**src/hdl/mde_pkg.sv**
```systemverilog
// ----------------------------------------------------------------------------
// mde_pkg
// Shared sizes, codes and types of the multi-deque engine.
// ----------------------------------------------------------------------------
package mde_pkg;

	localparam int NUM_QUEUES  = 16;
	localparam int QUEUE_DEPTH = 256;
	localparam int ITEM_WIDTH  = 64;

	localparam int QSEL_W = (NUM_QUEUES > 1) ? $clog2(NUM_QUEUES) : 1;
	localparam int SLOT_W = $clog2(QUEUE_DEPTH);
	localparam int CNT_W  = $clog2(QUEUE_DEPTH + 1);
	localparam int ADDR_W = (NUM_QUEUES * QUEUE_DEPTH > 1) ?
		$clog2(NUM_QUEUES * QUEUE_DEPTH) : 1;
	localparam int STORE_DEPTH = NUM_QUEUES * QUEUE_DEPTH;

	localparam logic [2:0] ACT_PUSH_FRONT = 3'd0;
	localparam logic [2:0] ACT_PUSH_BACK  = 3'd1;
	localparam logic [2:0] ACT_POP_FRONT  = 3'd2;
	localparam logic [2:0] ACT_POP_BACK   = 3'd3;
	localparam logic [2:0] ACT_PEEK_FRONT = 3'd4;
	localparam logic [2:0] ACT_PEEK_BACK  = 3'd5;

	localparam logic [1:0] ST_OK    = 2'd0;
	localparam logic [1:0] ST_EMPTY = 2'd1;
	localparam logic [1:0] ST_FULL  = 2'd2;

	typedef struct packed {
		logic [SLOT_W-1:0] front;
		logic [SLOT_W-1:0] back;
		logic [CNT_W-1:0]  count;
	} ctrl_t;

endpackage

```
**src/hdl/mde_ctrl_store.sv**
```systemverilog
// ----------------------------------------------------------------------------
// mde_ctrl_store
// Per-queue front, back and count words; one write and one registered read
// port. Valid bits make a never-written queue read as empty.
// ----------------------------------------------------------------------------
module mde_ctrl_store (
	input  logic                        clk,
	input  logic                        arst_n,
	input  logic                        rd_en,
	input  logic [mde_pkg::QSEL_W-1:0]  rd_idx,
	output mde_pkg::ctrl_t              rd_data,
	input  logic                        wr_en,
	input  logic [mde_pkg::QSEL_W-1:0]  wr_idx,
	input  mde_pkg::ctrl_t              wr_data
);

	mde_pkg::ctrl_t                     mem [mde_pkg::NUM_QUEUES];
	logic [mde_pkg::NUM_QUEUES-1:0]     valid_q;
	mde_pkg::ctrl_t                     rd_data_q;

	always_ff @(posedge clk) begin
		if (wr_en) begin
			mem[wr_idx] <= wr_data;
		end
	end

	always_ff @(posedge clk or negedge arst_n) begin
		if (!arst_n) begin
			valid_q <= '0;
		end else if (wr_en) begin
			valid_q[wr_idx] <= 1'b1;
		end
	end

	always_ff @(posedge clk) begin
		if (rd_en) begin
			rd_data_q <= valid_q[rd_idx] ? mem[rd_idx] : '0;
		end
	end

	assign rd_data = rd_data_q;

endmodule

```
**config.mk**
```make
export PLATFORM = sky130hd
export DESIGN_NAME = mde_ctrl_store
export DESIGN_NICKNAME = d
export VERILOG_FILES = /design/src/hdl/mde_pkg.sv /design/src/hdl/mde_ctrl_store.sv
export SDC_FILE = /design/constraint.sdc
export NUM_CORES = 1
export LEC_CHECK = 0
export BUFFER_PORTS_ARGS = -buffer_cell sky130_fd_sc_hd__buf_4
export CORE_AREA = 4 4 179 251
export CTS_CLUSTER_DIAMETER = 40
export CTS_CLUSTER_SIZE = 40
export DETAILED_ROUTE_END_ITERATION = 12
export DIE_AREA = 0 0 183 255
export HOLD_SLACK_MARGIN = 0.08
export MAX_ROUTING_LAYER = met4
export PLACE_DENSITY = 0.66
export SKIP_CTS_REPAIR_TIMING = 1
export SLEW_MARGIN = 25
export SYNTH_ARGS = -nofsm -noshare
export SYNTH_HDL_FRONTEND = slang
export SYNTH_SLANG_ARGS = --single-unit
```
**constraint.sdc**
```tcl
create_clock -name clk -period 2.5 [get_ports clk]
set_input_delay 0.125 -clock clk [delete_from_list [all_inputs] [get_ports clk]]
set_output_delay 0.125 -clock clk [all_outputs]
set_load 0.05 [all_outputs]
```
==> Word level (Yosys, flattened, before mapping) <==
Memories as Yosys holds them, arrays and structs flattened. A register that Yosys moved wholly into a read port is not among the register bits.
Cells that the tools add are included.
{ "classes": {"n_lt_le_gt_ge": 3, "muxes": 6, "n_bitwise": 1, "n_reduce_logical": 2} }
{ "op_table": {"columns": ["op", "count"], "rows": [
  ["OR 16 bit", 1],
  ["less-than comparator 4 x 5 -> 1 bit (second input constant)", 2],
  ["binary-select mux 1 bit (select 4 bit)", 1],
  ["demux 1 bit (select 4 bit)", 1],
  ["greater-or-equal comparator 4 x 1 -> 1 bit (second input constant)", 1],
  ["2-to-1 mux 1 bit", 4],
  ["logical AND 1 bit", 1],
  ["zero test 1 bit", 1]
]} }
{ "totals": {"register_bits": 16, "mem_bits_rw": 400, "inputBits": 37, "output_inout_bits": 25, "elab_cells": 14, "memories": 1} }
{ "memory_table": {"columns": ["memory", "depth", "width", "rd", "rd_ports_with_merged_regs", "write_ports", "line_no", "rtl"], "rows": [
  ["mem", 16, 25, 1, 1, 1, "mde_ctrl_store.sv:17", "mde_pkg::ctrl_t mem [mde_pkg::NUM_QUEUES];"]
]} }

==> Longest topological paths before layout <==
Gate-level depths: netlist (run 1).
{ "depth": {"depth_word": 5, "depth_mapped": 6, "mapped_depth_nobuf": 4} }

==> Least setup slack after synthesis (run 1) <==
Ideal clock, no wire load.
{ "synth_path": {"path_kind": "input-to-reg", "start": "input port wr_idx[2] (netlist bit)", "end": "memory mem[0][0] (netlist bit) (enable)", "setup_ns": 0.440, "t_arrival_ns": 2.404, "required_ns": 2.060, "slack_ns": -0.344, "stages": 2, "n_path_buf": 0, "cell_sequence": "or3b_2 -> nor3_1"} }
{ "synth_lines": {"columns": ["item", "line_no", "rtl"], "rows": [
  ["start, declared", "mde_ctrl_store.sv:13", "input logic [mde_pkg::QSEL_W-1:0] wr_idx,"],
  ["end, declared", "mde_ctrl_store.sv:17", null]
]} }
No word-level cell before the write port.

==> Final worst setup path (run 1) <==
{ "layout_path": {"start": "register valid_q[13] (netlist bit)", "end": "register, netlist name rd_data[23]"} }
{ "layout_via": {"elab_chain_cells": 3} }
{ "layout_rtl": {"columns": ["item", "line_no", "rtl"], "rows": [
  ["start, declared", "mde_ctrl_store.sv:18", "logic [mde_pkg::NUM_QUEUES-1:0] valid_q;"],
  ["start signal, assigned", "mde_ctrl_store.sv:29", "valid_q <= '0;"],
  ["start signal, assigned by index", "mde_ctrl_store.sv:31", "valid_q[wr_idx] <= 1'b1;"],
  ["binary-select mux 1 bit (select 4 bit)", "mde_ctrl_store.sv:37", "rd_data_q <= valid_q[rd_idx] ? mem[rd_idx] : '0;"],
  ["2-to-1 mux 1 bit (implied by the code)", "mde_ctrl_store.sv:37", null],
  ["zero test 1 bit (no line)", null, null]
]} }
No other way between the ends. The select of a mux whose other input is x is not followed.
A chain may end at the register's enable or synchronous reset.

==> results of run 1 <==
==> metrics by stage <==
| stage | std cells | utilization | setup slack, ns | power [mW] | instance area (sq um) |
|---|---|---|---|---|---|
| after detailed placement | 1314 | 0.421 | 0.517 | 9.66 | 18000 |
| after global placement | 1314 | 0.421 | 0.522 | 9.64 | 18000 |
| final | 1399 | 0.452 | 0.558 | 14.8 | 19400 |
| after floorplan | 702 | - | 0.0344 | 9.22 | 16500 |
| after global routing | 1399 | 0.452 | 0.469 | 15.3 | 19400 |
| after CTS | 1370 | 0.446 | 0.521 | 15.0 | 19100 |
==> registers in the layout, indices dropped and copies added, names as in the netlist <==
register / flops
mem: 400
rd_data: 25
valid_q: 16
==> cell families after synthesis <==
kind of cell	after synthesis	share of synthesized area
buf+inv	36	0.0132
compound gates	77	0.0316
mux	104	0.142
simple gates	44	0.0153
flops	441	0.798
==> cell type report <==
| class | count | area share |
|---|---|---|
| Clock buffer | 33 | 0.0405 |
| Clock inverter | 23 | 0.0151 |
| Timing Repair Buffer | 124 | 0.0597 |
| Antenna cell | 1 | 0.000129 |
| Tap cell | 552 | 0.0357 |
| Multi-Input combinational cell | 225 | 0.169 |
| Sequential cell | 441 | 0.680 |
==> how the worst max path moves through the flow <==
stage / endpoint / slack (ns) / cells after the start
3_5_place_dp: rd_data[23] / 0.52 / 6
5_1_grt: rd_data[18] / 0.47 / 5
4_1_cts: rd_data[23] / 0.52 / 5
3_3_place_gp: rd_data[23] / 0.52 / 6
6_report: rd_data[23] / 0.56 / 5
2_1_floorplan: mem[12][0] / 0.03 / 2
==> power by group through the flow <==
stage               Combinational, mW  Sequential (mW)  Clock (mW)
CTS                              1.09             8.41        5.45
global placement                 1.07             8.57           0
detailed placement               1.08             8.58           0
finish                           1.10             8.41        5.34
floorplan                       0.514             8.71           0
global route                     1.17             8.43        5.74
==> layer usage <==
metal,track usage,up-vias
li1,-,3232
met1,0.187,4051
met2,0.270,196
met3,0.0181,46
met4,0.0422,0
met5,-,-
==> synthesized netlist by cell type, drive strengths merged <==
cell type and n:
a21oi 25, a22o 2, a22oi 50, and2 1, buf 25, clkbuf 11
dfrtp 16, edfxtp 425, mux4 104, nand2 1, nand2b 2, nand3 1
nand3b 2, nor2 14, nor2b 2, nor3 4, or2 16, or3b 1
==> worst register-to-register path: stages (launching register included) <==
cell and delay, ns:
dfrtp_1 0.38, mux4_2 0.46, a22o_1 0.31, nor2_8 0.28
buf_12 0.21, a21oi_1 0.05
==> results.py, run 1 <==
metrics = {
    "detailed_routing": {
        "drt-initial-drc-count": 616,
        "via_count": 7525,
        "route.met2.wl_mm": 19.1,
        "routed_via_density": 5.38,
        "wl_mm": 34.7,
        "drt-met1-wl_mm": 13.3,
        "ant_nets": 0,
        "firstDrtPassIters": 7,
        "drc": 0,
        "post_drt_wl_per_cell_um": 24.8,
        "routed.top_layer": "met4",
        "wl_met3_mm": 1.55,
    },
    "logic_synthesis": {
        "syn_nets": 739,
        "synth_cells": 702,
        "yosysTopAreaCell": "edfxtp_1",
        "netlist.area_leader.share": 0.774,
        "ys_ff_latch": 441,
        "syn_area_sq_um": 16500,
        "syn_area_per_cell_sq_um": 23.5,
        "ys_types": 24,
        "ys_seq_area_frac": 0.798,
        "yosys_warnings": 0,
        "synth_area_leaders": "edfxtp_1 77%, mux4_2 14%, dfrtp_1 2.4%",
    },
    "sta": {
        "maxSlewHeadroom": 0.526,
        "fmax_mhz": 515,
        "fin_skew_ns": 0.0117,
        "hold_viol": 0,
        "period_minus_slack_ns": 1.94,
        "whs_ns": 0.156,
        "setup_viol": 0,
        "tns_ns": 0,
        "slew_viol_final": 0,
        "post-route-period-util": 0.777,
        "tightestPinTransition_ns": 0.708,
        "rsz0062_at_grt": "false",
    },
    "setup_path": {
        "crit_chain": "mux4_2 > a22o_1 > nor2_8 > buf_12 > a21oi_1",
        "path_delay_family": "multiplexers",
        "cp.required_ns": 2.82,
        "critical_path_peak_fanout": 13,
        "end_kind": "register",
        "rrSetupSlack_ns": 0.56,
        "r2r-end": "rd_data[23]",
        "worstSetupStartpointType": "register",
        "worstReg2RegStart": "valid_q[13]",
        "r2r_cells": 5,
        "cpMaxStageDelayCell": "mux4_2",
        "worst-path-buf-inv": 1,
        "worstPathArrival_ns": 2.26,
        "crit_start": "valid_q[13]",
        "slowest_delay_ns": 0.46,
        "crit_type": "reg2reg",
    },
    "cells_and_area": {
        "layout_common_cells": "425 x edfxtp_1, 104 x mux4_2, 83 x buf_4",
        "fill_cells": 3549,
        "ff_latch_area_sq_um": 13200,
        "areaGrowthSynthToFinish_pct": 17.3,
        "drive_gt1_frac": 0.343,
        "layout_commonest_cell": "edfxtp_1",
        "multi_input_area_sq_um": 3270,
        "nets": 859,
    },
    "power_and_ir_drop": {
        "p_clk_frac": 0.360,
        "switching_share": 0.225,
        "power.leakage_nw": 6.10,
        "power.density_nw_per_um2": 767,
        "power_switching_mw": 3.34,
        "internal_power_mw": 11.5,
        "pwr-share-seq": 0.566,
        "ir_drop_mv": 0.485,
        "comb_power_share": 0.074,
    },
    "cts": {
        "htree_levels": 1,
        "cts_buffers": 30,
        "clk_latency_ns": 0.58,
        "tritoncts": "done",
        "cts_root_buf": "clkbuf_16",
        "path_clk_slew_ns": 0.08,
        "cts_sinks": 441,
        "cts_max_path_buffers": 3,
    },
    "min_path": {
        "hold_start": "wr_idx[1]",
        "holdPathStages": 3,
        "hold_path_end": "mem[8][0]",
        "min_path_type": "in2reg",
    },
    "global_route": {
        "grt_max_degree": 52,
        "grt_pass1_wl_mm": 51.2,
        "antenna_found_initial": 1,
        "overflow": 0,
        "grt_usage": 0.152,
        "grt_pass1_vias": 7810,
    },
    "floorplan": {
        "die_w_um": 183,
        "die-area_sq_um": 46700,
        "die_h_um": 255,
        "initial_core_util": 0.386,
        "core-area_sq_um": 42800,
        "core.rowCount": 90,
        "pin_count": 62,
    },
    "place": {
        "hpwl_mm": 20.4,
        "port_buffers": 61,
        "routabilityCongestion": 0.758,
    },
    "run": {
        "maxCapViolations": 0,
    },
    "run_status": {
        "status": "complete, no violations",
    },
}
Note: power is estimated with default switching activity, not from simulation.
==> run 2, diff against run 1 <==
--- a/config.mk
+++ b/config.mk
@@ -5,12 +5,13 @@
 export SDC_FILE = /design/constraint.sdc
 export NUM_CORES = 1
 export LEC_CHECK = 0
+export ABC_AREA = 1
 export BUFFER_PORTS_ARGS = -buffer_cell sky130_fd_sc_hd__buf_4
-export CORE_AREA = 4 4 179 251
+export CORE_AREA = 4 4 192 268
 export CTS_CLUSTER_DIAMETER = 40
 export CTS_CLUSTER_SIZE = 40
 export DETAILED_ROUTE_END_ITERATION = 12
-export DIE_AREA = 0 0 183 255
+export DIE_AREA = 0 0 196 272
 export HOLD_SLACK_MARGIN = 0.08
 export MAX_ROUTING_LAYER = met4
 export PLACE_DENSITY = 0.66
==> constraint.sdc (replaced) <==
create_clock -name clk -period 1.9 [get_ports clk]
set_input_delay 0.095 -clock clk [delete_from_list [all_inputs] [get_ports clk]]
set_output_delay 0.095 -clock clk [all_outputs]
set_load 0.05 [all_outputs]
==> run 2 against run 1 <==
  * Synthesized cell count rose to 2.6 times the previous value
  * Worst setup slack worse by 0.12 ns
  * Clock power up 43%
  * Clock-buffer cell count up 7
  * Combinational power increased by 45%
  * Critical endpoint is now rd_data[9]
  * Utilization decreased by 0.60 points
==> results.py, run 2 <==
metrics = {
    "detailed_routing": {
        "firstDrtPassIters": 8,
        "drc": 0,
        "via_count": 12400,
        "ant_nets": 0,
        "routed_via_density": 4.87,
        "drt-initial-drc-count": 978,
        "post_drt_wl_per_cell_um": 17.8,
        "wl_mm": 45.3,
    },
    "sta": {
        "tns_ns": 0,
        "whs_ns": 0.0918,
        "period_minus_slack_ns": 1.46,
        "hold_viol": 0,
        "post-route-period-util": 0.768,
        "rsz0062_at_grt": "false",
        "fin_skew_ns": 0.0173,
        "maxSlewHeadroom": 0.517,
        "setup_viol": 0,
        "slew_viol_final": 0,
        "fmax_mhz": 686,
        "tightestPinTransition_ns": 0.723,
    },
    "logic_synthesis": {
        "synth.area.mux_share": 0,
        "synth-xor-area-share": 0,
        "synthArstFlopShare": 0.0363,
        "synth_edf_count": 425,
        "ys_ff_latch": 441,
        "syn_nets": 1834,
        "ys_seq_area_frac": 0.696,
        "yosysTopAreaCell": "edfxtp_1",
        "synth_area_leaders": "edfxtp_1 68%, nand2_1 11%, nand3_1 8.4%",
        "syn_area_sq_um": 18900,
        "synth_ff_type": "edfxtp_1",
        "ys_types": 15,
        "synthSimpleGateAreaFrac": 0.201,
        "synthTopCellsByCount": "573 x nand2_1, 425 x edfxtp_1, 344 x inv_1",
        "yosys_warnings": 0,
        "synth_most_common_cell": "nand2_1",
        "synth_cells": 1797,
        "netlist.area_leader.share": 0.675,
        "synth_top_family_by_area": "simple AND/OR/NAND/NOR gates",
        "synth_compound_area_frac": 0.00424,
        "synthAdderAreaFrac": 0,
        "syn_area_per_cell_sq_um": 10.5,
    },
    "cells_and_area": {
        "largest_reg_flops": 400,
        "drive_gt1_frac": 0.0950,
        "areaGrowthSynthToFinish_pct": 15.7,
        "nets": 1916,
        "layout_common_cells": "573 x nand2_1, 425 x edfxtp_1, 344 x inv_1",
        "layout_commonest_cell": "nand2_1",
        "largest-register": "mem",
        "fill_cells": 4475,
        "num_antenna_cells": 0,
    },
    "setup_path": {
        "rrSetupSlack_ns": 0.44,
        "critical_path_peak_fanout": 25,
        "crit_start": "valid_q[9]",
        "end_kind": "register",
        "r2r-end": "rd_data[9]",
        "worstSetupStartpointType": "register",
        "crit_type": "reg2reg",
        "crit_chain": "inv_1 > nand2_1 > nand3_1 > nand3_1 > nand3_1 > nand2_1 > buf_12 > nand2_1 > inv_1",
        "r2r_cells": 9,
        "crit_end": "rd_data[9]",
        "cp.required_ns": 2.18,
        "slowest_delay_ns": 0.36,
        "worstReg2RegStart": "valid_q[9]",
        "worstPathArrival_ns": 1.74,
        "cpMaxStageDelayCell": "dfrtp_1",
    },
    "cts": {
        "cts_sinks": 441,
        "htree_levels": 2,
        "tritoncts": "done",
        "cts_root_buf": "clkbuf_16",
        "cts_max_path_buffers": 3,
        "path_clk_slew_ns": 0.07,
        "clk_latency_ns": 0.53,
        "cts_buffers": 36,
    },
    "power_and_ir_drop": {
        "p_clk_frac": 0.378,
        "pwr-share-seq": 0.543,
        "internal_power_mw": 15.3,
        "switching_share": 0.242,
        "power_switching_mw": 4.88,
        "ir_drop_mv": 0.471,
        "comb_power_share": 0.079,
        "power.density_nw_per_um2": 923,
        "power.leakage_nw": 9.36,
    },
    "run": {
        "maxCapViolations": 0,
    },
    "place": {
        "port_buffers": 61,
        "hpwl_mm": 24.1,
        "routabilityCongestion": 0.817,
    },
    "run_status": {
        "status": "complete, no violations",
    },
    "floorplan": {
        "die_h_um": 272,
        "pin_count": 62,
        "die_w_um": 196,
        "initial_core_util": 0.386,
        "core-area_sq_um": 49000,
        "die-area_sq_um": 53300,
        "core.rowCount": 96,
    },
    "global_route": {
        "grt_max_degree": 93,
        "grt_pass1_vias": 12200,
        "grt_usage": 0.173,
        "overflow": 0,
        "grt_pass1_wl_mm": 69.6,
        "antenna_found_initial": 0,
    },
    "min_path": {
        "min_path_type": "in2reg",
    },
}
-- run 2: changes by cell type in the layout (fill, tap and decap cells not counted), sizes merged, moves of 16 or more --
cell   previous run  this run
or2              16         0
nand2             1       573
a21oi            25         0
nand3             1       316
a22oi            50         0
inv              13       358
mux4            104         0
o21ai             0        16
-- run 2: power by group through the flow --
stage | Clock [mW] | Sequential [mW] | Combinational (mW)
after floorplan | 0 | 11.3 | 0.791
after global placement | 0 | 11.2 | 1.51
after detailed placement | 0 | 11.2 | 1.55
after CTS | 7.79 | 11.0 | 1.56
after global routing | 8.17 | 11.0 | 1.76
final | 7.63 | 11.0 | 1.59
-- run 2: stage by stage --
stage | utilization | power [mW] | worst slack, ns | cell area (sq um) | std cells
after floorplan | - | 12.1 | 0.0778 | 18900 | 1797
after global placement | 0.416 | 12.7 | 0.263 | 20400 | 2450
after detailed placement | 0.416 | 12.7 | 0.232 | 20400 | 2450
after CTS | 0.441 | 20.3 | 0.470 | 21600 | 2514
after global routing | 0.446 | 20.9 | 0.361 | 21900 | 2542
final | 0.446 | 20.2 | 0.441 | 21900 | 2542
-- run 2: logic make-up after synthesis --
family | count (synthesis)
and+or+nand+nor | 907
DFF | 441
buffers and inverters | 433
AOI/OAI and AO/OA | 16
-- run 2: worst max-delay path, delay by kind of cell (launching register included) --
family / cells / cell delay (ns)
and+or+nand+nor: 6 / 0.53
DFF: 1 / 0.36
buffers and inverters: 3 / 0.30
-- run 2: how the worst min path moves through the flow --
stage | from | to | cells after the start | slack (ns)
finish | wr_idx[2] | valid_q[13] | 4 | 0.09
global route | wr_idx[2] | valid_q[12] | 4 | 0.10
CTS | arst_n | valid_q[4] | 1 | -0.61
detailed placement | arst_n | valid_q[7] | 1 | -0.03
global placement | arst_n | valid_q[7] | 1 | -0.04
floorplan | arst_n | valid_q[0] | 0 | -0.20
-- run 2: cell type report --
cell class                 instances  area, sq um  area share
sequential                       441        13200       0.602
multi-input combinational        923         4000       0.183
timing repair buffer             129         1390      0.0637
inverter                         348         1310      0.0600
clock buffer                      40          937      0.0428
tap                              637          797      0.0364
clock inverter                    24          269      0.0123
-- run 2: layer usage --
layer | part of all wire | vias up | GRT usage
li1 | - | 5935 | -
met1 | 0.40 | 5949 | 0.211
met2 | 0.51 | 396 | 0.297
met3 | 0.060 | 105 | 0.0251
met4 | 0.031 | 0 | 0.0557
met5 | 0 | - | -
